$ cat src/rtl/core/arqs_pkg.sv
package arqs_pkg;

  localparam int unsigned QUEUE_DEPTH_DEF  = 16;
  localparam int unsigned TASK_ID_BITS_DEF = 8;

  localparam logic [1:0] AFFINITY_ANY = 2'd3;

  typedef enum logic [1:0] {
    CMD_ENQUEUE  = 2'd0,
    CMD_SCHEDULE = 2'd1,
    CMD_REMOVE   = 2'd2
  } arqs_cmd_t;

  typedef enum logic [1:0] {
    STS_OK     = 2'd0,
    STS_IDLE   = 2'd1,
    STS_FULL   = 2'd2,
    STS_ABSENT = 2'd3
  } arqs_status_t;

endpackage

$ cat src/rtl/core/affinity_ready_queue_scheduler_core.sv
// Flow: enqueue and the unused command register their result in the dispatch state after the
// input beat. Schedule and remove scan the ring buffer entry by entry (a read state, then a
// check state), then move entries with one read state and one write state each (skipped
// entries for schedule, later entries for remove) before the result is registered.
// One item at a time; the next input beat can land in the cycle that the result is taken.
// The entry memory and its registered read set the pace.
// Reset empties the queue (count and head pointer cleared); entry storage keeps its
// contents and is never read unless written.
module affinity_ready_queue_scheduler_core
  import arqs_pkg::*;
#(
  parameter int unsigned QUEUE_DEPTH  = QUEUE_DEPTH_DEF,
  parameter int unsigned TASK_ID_BITS = TASK_ID_BITS_DEF
) (
  input  logic                                 clk,
  input  logic                                 rst_n,
  input  logic                                 in_valid,
  output logic                                 in_ready,
  input  logic [1:0]                           in_command,
  input  logic [TASK_ID_BITS-1:0]              in_task_id,
  input  logic [1:0]                           in_task_mask,
  input  logic                                 in_cpu_index,
  input  logic                                 in_still_runnable,
  output logic                                 out_valid,
  input  logic                                 out_ready,
  output logic [TASK_ID_BITS-1:0]              out_chosen_task,
  output logic [1:0]                           out_status,
  output logic [$clog2(QUEUE_DEPTH+1)-1:0]     out_queue_count
);

  localparam int unsigned AW = $clog2(QUEUE_DEPTH);
  localparam int unsigned CW = $clog2(QUEUE_DEPTH + 1);
  localparam int unsigned SW = CW + 1;
  localparam int unsigned EW = TASK_ID_BITS + 2;

  typedef enum logic [2:0] {
    S_IDLE,
    S_DISPATCH,
    S_SCAN_RD,
    S_SCAN_CHK,
    S_COPY_RD,
    S_COPY_WR
  } state_t;

  state_t                  state_r;
  arqs_cmd_t               cmd_r;
  logic [TASK_ID_BITS-1:0] id_r;
  logic [1:0]              mask_r;
  logic                    cpu_r;
  logic                    run_r;
  logic                    drop_r;
  logic [AW-1:0]           head_r;
  logic [CW-1:0]           count_r;
  logic [CW-1:0]           idx_r;
  logic [AW-1:0]           scan_ptr_r;
  logic [AW-1:0]           src_r;
  logic [AW-1:0]           dst_r;
  logic [CW-1:0]           rem_r;
  logic [TASK_ID_BITS-1:0] pick_r;
  logic                    out_valid_r;
  logic [TASK_ID_BITS-1:0] out_chosen_r;
  arqs_status_t            out_status_r;
  logic [CW-1:0]           out_count_r;

  logic [EW-1:0]           mem [QUEUE_DEPTH];
  logic [EW-1:0]           rdata_r;
  logic [AW-1:0]           rd_addr;
  logic                    mem_we;
  logic [AW-1:0]           mem_waddr;
  logic [EW-1:0]           mem_wdata;

  logic                    full;
  logic                    push_req;
  logic [AW-1:0]           tail;
  logic [TASK_ID_BITS-1:0] rd_id;
  logic [1:0]              rd_aff;
  logic                    hit;

  function automatic logic [AW-1:0] ptr_inc(input logic [AW-1:0] p);
    ptr_inc = (p == AW'(QUEUE_DEPTH - 1)) ? '0 : p + AW'(1);
  endfunction

  function automatic logic [AW-1:0] ptr_add(input logic [AW-1:0] p, input logic [CW-1:0] k);
    logic [SW-1:0] s;
    s = SW'(p) + SW'(k);
    if (s >= SW'(QUEUE_DEPTH)) begin
      s = s - SW'(QUEUE_DEPTH);
    end
    ptr_add = s[AW-1:0];
  endfunction

  assign full     = (count_r == CW'(QUEUE_DEPTH));
  assign tail     = ptr_add(head_r, count_r);
  assign push_req = (cmd_r == CMD_ENQUEUE) ||
                    ((cmd_r == CMD_SCHEDULE) && run_r && (id_r != '0));
  assign rd_id    = rdata_r[TASK_ID_BITS-1:0];
  assign rd_aff   = rdata_r[EW-1:TASK_ID_BITS];
  assign hit      = (cmd_r == CMD_SCHEDULE) ?
                    ((rd_aff == AFFINITY_ANY) || (rd_aff == {cpu_r, ~cpu_r})) :
                    (rd_id == id_r);

  assign in_ready        = (state_r == S_IDLE) && (!out_valid_r || out_ready);
  assign out_valid       = out_valid_r;
  assign out_chosen_task = out_chosen_r;
  assign out_status      = out_status_r;
  assign out_queue_count = out_count_r;

  always_comb begin
    rd_addr   = (state_r == S_SCAN_RD) ? scan_ptr_r : src_r;
    mem_we    = 1'b0;
    mem_waddr = dst_r;
    mem_wdata = rdata_r;
    if (state_r == S_DISPATCH) begin
      mem_we    = push_req && !full;
      mem_waddr = tail;
      mem_wdata = {mask_r, id_r};
    end else if (state_r == S_COPY_WR) begin
      mem_we = 1'b1;
    end
  end

  always_ff @(posedge clk) begin
    if (mem_we) begin
      mem[mem_waddr] <= mem_wdata;
    end
    rdata_r <= mem[rd_addr];
  end

  always_ff @(posedge clk) begin
    if (!rst_n) begin
      state_r     <= S_IDLE;
      head_r      <= '0;
      count_r     <= '0;
      out_valid_r <= 1'b0;
    end else begin
      if (out_valid_r && out_ready) begin
        out_valid_r <= 1'b0;
      end
      unique case (state_r)
        S_IDLE: begin
          if (in_valid && in_ready) begin
            cmd_r   <= arqs_cmd_t'(in_command);
            id_r    <= in_task_id;
            mask_r  <= in_task_mask;
            cpu_r   <= in_cpu_index;
            run_r   <= in_still_runnable;
            drop_r  <= 1'b0;
            state_r <= S_DISPATCH;
          end
        end
        S_DISPATCH: begin
          idx_r      <= '0;
          scan_ptr_r <= head_r;
          if (push_req) begin
            if (full) begin
              drop_r <= 1'b1;
            end else begin
              count_r <= count_r + CW'(1);
            end
          end
          unique case (cmd_r) inside
            CMD_ENQUEUE: begin
              out_valid_r  <= 1'b1;
              out_chosen_r <= '0;
              out_status_r <= full ? STS_FULL : STS_OK;
              out_count_r  <= full ? count_r : count_r + CW'(1);
              state_r      <= S_IDLE;
            end
            CMD_SCHEDULE, CMD_REMOVE: begin
              state_r <= S_SCAN_RD;
            end
            default: begin
              out_valid_r  <= 1'b1;
              out_chosen_r <= '0;
              out_status_r <= STS_OK;
              out_count_r  <= count_r;
              state_r      <= S_IDLE;
            end
          endcase
        end
        S_SCAN_RD: begin
          if (idx_r == count_r) begin
            // no match: order stays as it is
            out_valid_r  <= 1'b1;
            out_chosen_r <= '0;
            out_count_r  <= count_r;
            if (cmd_r == CMD_SCHEDULE) begin
              out_status_r <= drop_r ? STS_FULL : STS_IDLE;
            end else begin
              out_status_r <= STS_ABSENT;
            end
            state_r <= S_IDLE;
          end else begin
            state_r <= S_SCAN_CHK;
          end
        end
        S_SCAN_CHK: begin
          if (hit) begin
            if (cmd_r == CMD_SCHEDULE) begin
              // skipped entries go to the back, head moves past the picked slot
              pick_r <= rd_id;
              src_r  <= head_r;
              dst_r  <= tail;
              rem_r  <= idx_r;
            end else begin
              // close the gap: later entries move down by one
              pick_r <= '0;
              dst_r  <= scan_ptr_r;
              src_r  <= ptr_inc(scan_ptr_r);
              rem_r  <= count_r - CW'(1) - idx_r;
            end
            state_r <= S_COPY_RD;
          end else begin
            idx_r      <= idx_r + CW'(1);
            scan_ptr_r <= ptr_inc(scan_ptr_r);
            state_r    <= S_SCAN_RD;
          end
        end
        S_COPY_RD: begin
          if (rem_r == '0) begin
            count_r <= count_r - CW'(1);
            if (cmd_r == CMD_SCHEDULE) begin
              head_r <= ptr_inc(src_r);
            end
            out_valid_r  <= 1'b1;
            out_chosen_r <= pick_r;
            out_status_r <= drop_r ? STS_FULL : STS_OK;
            out_count_r  <= count_r - CW'(1);
            state_r      <= S_IDLE;
          end else begin
            state_r <= S_COPY_WR;
          end
        end
        S_COPY_WR: begin
          src_r   <= ptr_inc(src_r);
          dst_r   <= ptr_inc(dst_r);
          rem_r   <= rem_r - CW'(1);
          state_r <= S_COPY_RD;
        end
        default: begin
          state_r <= S_IDLE;
        end
      endcase
    end
  end

  a_count_bound : assert property (@(posedge clk) disable iff (!rst_n)
    count_r <= CW'(QUEUE_DEPTH))
    else $error("queue occupancy above depth");

  a_copy_nonempty : assert property (@(posedge clk) disable iff (!rst_n)
    (state_r == S_COPY_RD || state_r == S_COPY_WR) |-> count_r != '0)
    else $error("entry move with empty queue");

  a_scan_bound : assert property (@(posedge clk) disable iff (!rst_n)
    (state_r == S_SCAN_CHK) |-> idx_r < count_r)
    else $error("scan beyond occupied entries");

  a_accept_dispatch : assert property (@(posedge clk) disable iff (!rst_n)
    (in_valid && in_ready) |=> (state_r == S_DISPATCH) && !out_valid_r)
    else $error("accepted beat not dispatched");

endmodule

$ cat config.mk
export PLATFORM = sky130hd
export DESIGN_NAME = affinity_ready_queue_scheduler_core
export DESIGN_NICKNAME = d
export VERILOG_FILES = /design/src/rtl/core/arqs_pkg.sv /design/src/rtl/core/affinity_ready_queue_scheduler_core.sv
export SDC_FILE = /design/constraint.sdc
export NUM_CORES = 1
export LEC_CHECK = 0
export BUFFER_PORTS_ARGS = -buffer_cell sky130_fd_sc_hd__buf_2
export CORE_ASPECT_RATIO = 1.4
export CORE_MARGIN = 2
export CORE_UTILIZATION = 40
export DETAILED_ROUTE_END_ITERATION = 10
export MAX_ROUTING_LAYER = met4
export SKIP_CTS_REPAIR_TIMING = 1
export SYNTH_ARGS = -nofsm -noshare
export SYNTH_HDL_FRONTEND = slang
export SYNTH_SLANG_ARGS = --single-unit
$ cat constraint.sdc
create_clock -name clk -period 2.5 [get_ports clk]
set_input_delay 0.125 -clock clk [delete_from_list [all_inputs] [get_ports clk]]
set_output_delay 0.125 -clock clk [all_outputs]
set_load 0.02 [all_outputs]
==> run summary <==
Final hold slack - 4.163 ps
Max stage delay cell, worst path - fa_1
Number of remaining DRC errors - 0
Avg Vias per Cell - 5.454
Buffers on Ports - 34
Initial Util - 40.81%
H-tree depth - 1
Synth Cell Area - 10720 um2
Post-synthesis cell type count - 60
Least-Margin Pin Slew - 614.2 ps
# nets final - 935
Final WL - 26.08 mm
RD Place Congestion - 0.8530
Rows - 70
Synth Flop Type - edfxtp_1
Num CTS Buffers - 25
Post-route cell area - 12940 um2
Clock Skews - 14.10 ps
GRT Util Overall - 19.28%
CP bufs+invs - 2
Syn avg cell area - 13.84 um2
Overall Power - 8.951 mW
# diodes - 0
Top Family by Delay on Critical Path - adder cells
Post-synth EDFFs - 220
Number of synthesized register bits - 243
Ys async rst share - 0%
Die Ht - 197.7 um
Crit path cell chain - ha_2, fa_1, mux2i_2, nand2b_1, a21oi_1, buf_4, nor3b_1, buf_4
Status - finished, final reports clean
Cell count after synthesis - 775
CP max stage delay - 490 ps
R2r startpoint - head_r[0]
CP Capture Type - flip-flop
Max-slew violations - 0
Required time of the critical path - 2740 ps
Placed cell areas - 11980 um2
Final core occ - 49.26%
Post-DP HPWL - 17.94 mm
RSZ-0062 raised after global routing - true
# IOs - 35
Vias in the first global route - 6791
Core Area - 26280 um2
Grt ovf - 0
Clock transition at the registers of the reported paths - 70 ps
Tmin final - 2428 ps
Final ANT Viol Nets - 0
Vias - 6768
Largest net degree at the start of global routing - 34
Fmax - 411.8 MHz
# setup viols final - 0
Die area - 28150 um2
Routed WL per cell - 21.01 um
Crit path top cell by count - buf_4
Synth warn - 0
Initial antenna violation count - 0
Crit. Startpoint - head_r[0]
Max-cap violations - 0
Slew Limit Headroom - 58.95%
VDD IR max - 670.4 uV
CP Class - flip-flop to flip-flop
Crit start category - flip-flop
Power per cell area - 691.6 nW/um2
Leakage - 4.875 nW
Width of the die - 142.4 um
CP Max Fanout - 4
Clk root buf - clkbuf_16
Syn nets - 812
Reg-to-reg slack, setup - 70 ps
Bufs on Longest Clock Path - 3
Drt pass-1 iters - 4
Sum Neg Setup Slack - 0 ps
Final-report hold violation count - 0
Crit path DAT - 2670 ps
Hold Path Class - input port to flip-flop
Sequential-to-total area share from yosys stat - 65.90%
Worst-Skew Late Latency - 540 ps
Synth-to-layout area growth - 20.69%
Final worst path period share - 97.12%
Layout cells sized above 1 - 19.19%
1st-iter DRT viols - 424
First-pass GRT wire length - 39.64 mm
CTS tree - built
Min-delay src - rst_n
Clock net sink count - 243
-- worst reg2reg max path: stages, from the launching register on --
cell and delay, ps:
dfxtp_2 340, ha_2 190, fa_1 490, mux2i_2 270, nand2b_1 90, a21oi_1 120
buf_4 150, nor3b_1 270, buf_4 220
-- metal layers --
| layer | part of all wire (%) | vias to the layer above | routed length [um] | GRT usage [%] |
|---|---|---|---|---|
| li1 | - | 3192 | - | - |
| met4 | 4.3 | 0 | 1117 | 8.361 |
| met1 | 38 | 3368 | 9920 | 21.84 |
| met3 | 4.0 | 49 | 1032 | 2.539 |
| met2 | 54 | 159 | 14010 | 34.14 |
| met5 | 0 | - | 0 | - |
-- logic make-up (layout without fill, tap and decap cells) --
kind of cell	count (synthesis)	count (layout)	synth area share (%)
flip-flops	243	243	65.90
AND/OR/NAND/NOR	198	198	9.859
AO/OA/AOI/OAI	134	134	7.946
multiplexers	98	98	9.345
buffers and inverters	52	194	2.065
XOR/XNOR	31	31	2.532
adder cells (fa/ha/maj)	19	19	2.357
-- registers in the layout (all words and copies together) (netlist names), 2 cells and up --
| name | cells |
|---|---|
| mask_r | 2 |
| rem_r | 5 |
| count_r | 5 |
| head_r | 4 |
| out_queue_count | 5 |
| id_r | 8 |
| out_status | 2 |
| state_r | 3 |
| src_r | 4 |
| scan_ptr_r | 4 |
| idx_r | 5 |
| mem | 160 |
| out_chosen_task | 8 |
| pick_r | 8 |
| rdata_r | 10 |
| cmd_r | 2 |
| dst_r | 4 |
-- cells in the mapped netlist, drive strengths merged, types with 8 or more instances --
master,n,area (um2)
edfxtp,220,6606
mux2i,94,953.4
nand2,61,229.0
o22ai,41,256.5
nor2,32,120.1
a21oi,28,140.1
dfxtp,23,460.4
and2,21,131.4
buf,19,96.34
o21ai,19,95.09
clkbuf,18,68.81
ha,17,212.7
xor2,17,148.9
inv,15,56.30
xnor2,14,122.6
nor3b,13,113.9
and3,11,68.82
or4,11,82.58
a31oi,10,62.56
nand2b,10,62.56
nor3,8,45.04
-- path summary, 6_finish.rpt --
path,endpoint,cells past startpoint
worst max-delay path,mem[13][9],8
worst min-delay path,count_r[1],2
worst max register to register,mem[13][9],8
worst min register to register,out_chosen_task[1],1
-- report_power, final --
group	internal (mW)	switching [mW]	leakage [nW]	total, mW
combinational	0.362	0.557	2.33	0.918
clock	1.85	1.53	0.359	3.38
sequential	4.60	0.0494	2.19	4.65
-- final cells by class --
cell class,count,area [um2]
repair buffers,133,1164
clock inverters,16,93.84
multi-input cells,480,3508
well taps,324,405.4
flip-flops and latches,243,7071
inverters,15,56.30
fillers,2322,13330
clock buffers,30,644.4
-- cell usage in the layout, fill, tap and decap left out, types with 4 or more instances in the layout --
cell             n
a21o_1           5
nor4_1           4
clkinv_1         9
dlygate4sd3_1   14
ha_1            16
o22ai_1         41
clkbuf_1         5
xor2_1          17
a21boi_1         4
clkbuf_16       25
and2_1          21
o21ai_1         10
edfxtp_1       220
nor3_1           6
and3_1          11
xnor2_1         14
nor2b_1          7
a21oi_1         27
buf_6            4
nand3_1          7
a31oi_1         10
o31ai_1          4
o21a_1           4
mux2i_1         89
buf_12          16
buf_2           34
or4_1           11
dfxtp_1         20
inv_1           14
nand2b_1        10
buf_4           65
nor2_1          32
nand2_1         61
nor3b_1          7
o21ai_0          9
-- per-stage QoR --
step / cells / worst slack (ps)
6_report: 1241 / 71.88
5_1_grt: 1241 / -99.65
3_5_place_dp: 1179 / 4.179
3_3_place_gp: 1179 / 20.18
4_1_cts: 1225 / -42.98
2_1_floorplan: 775 / -297.1
No activity file was read; power rests on OpenSTA's default activity.
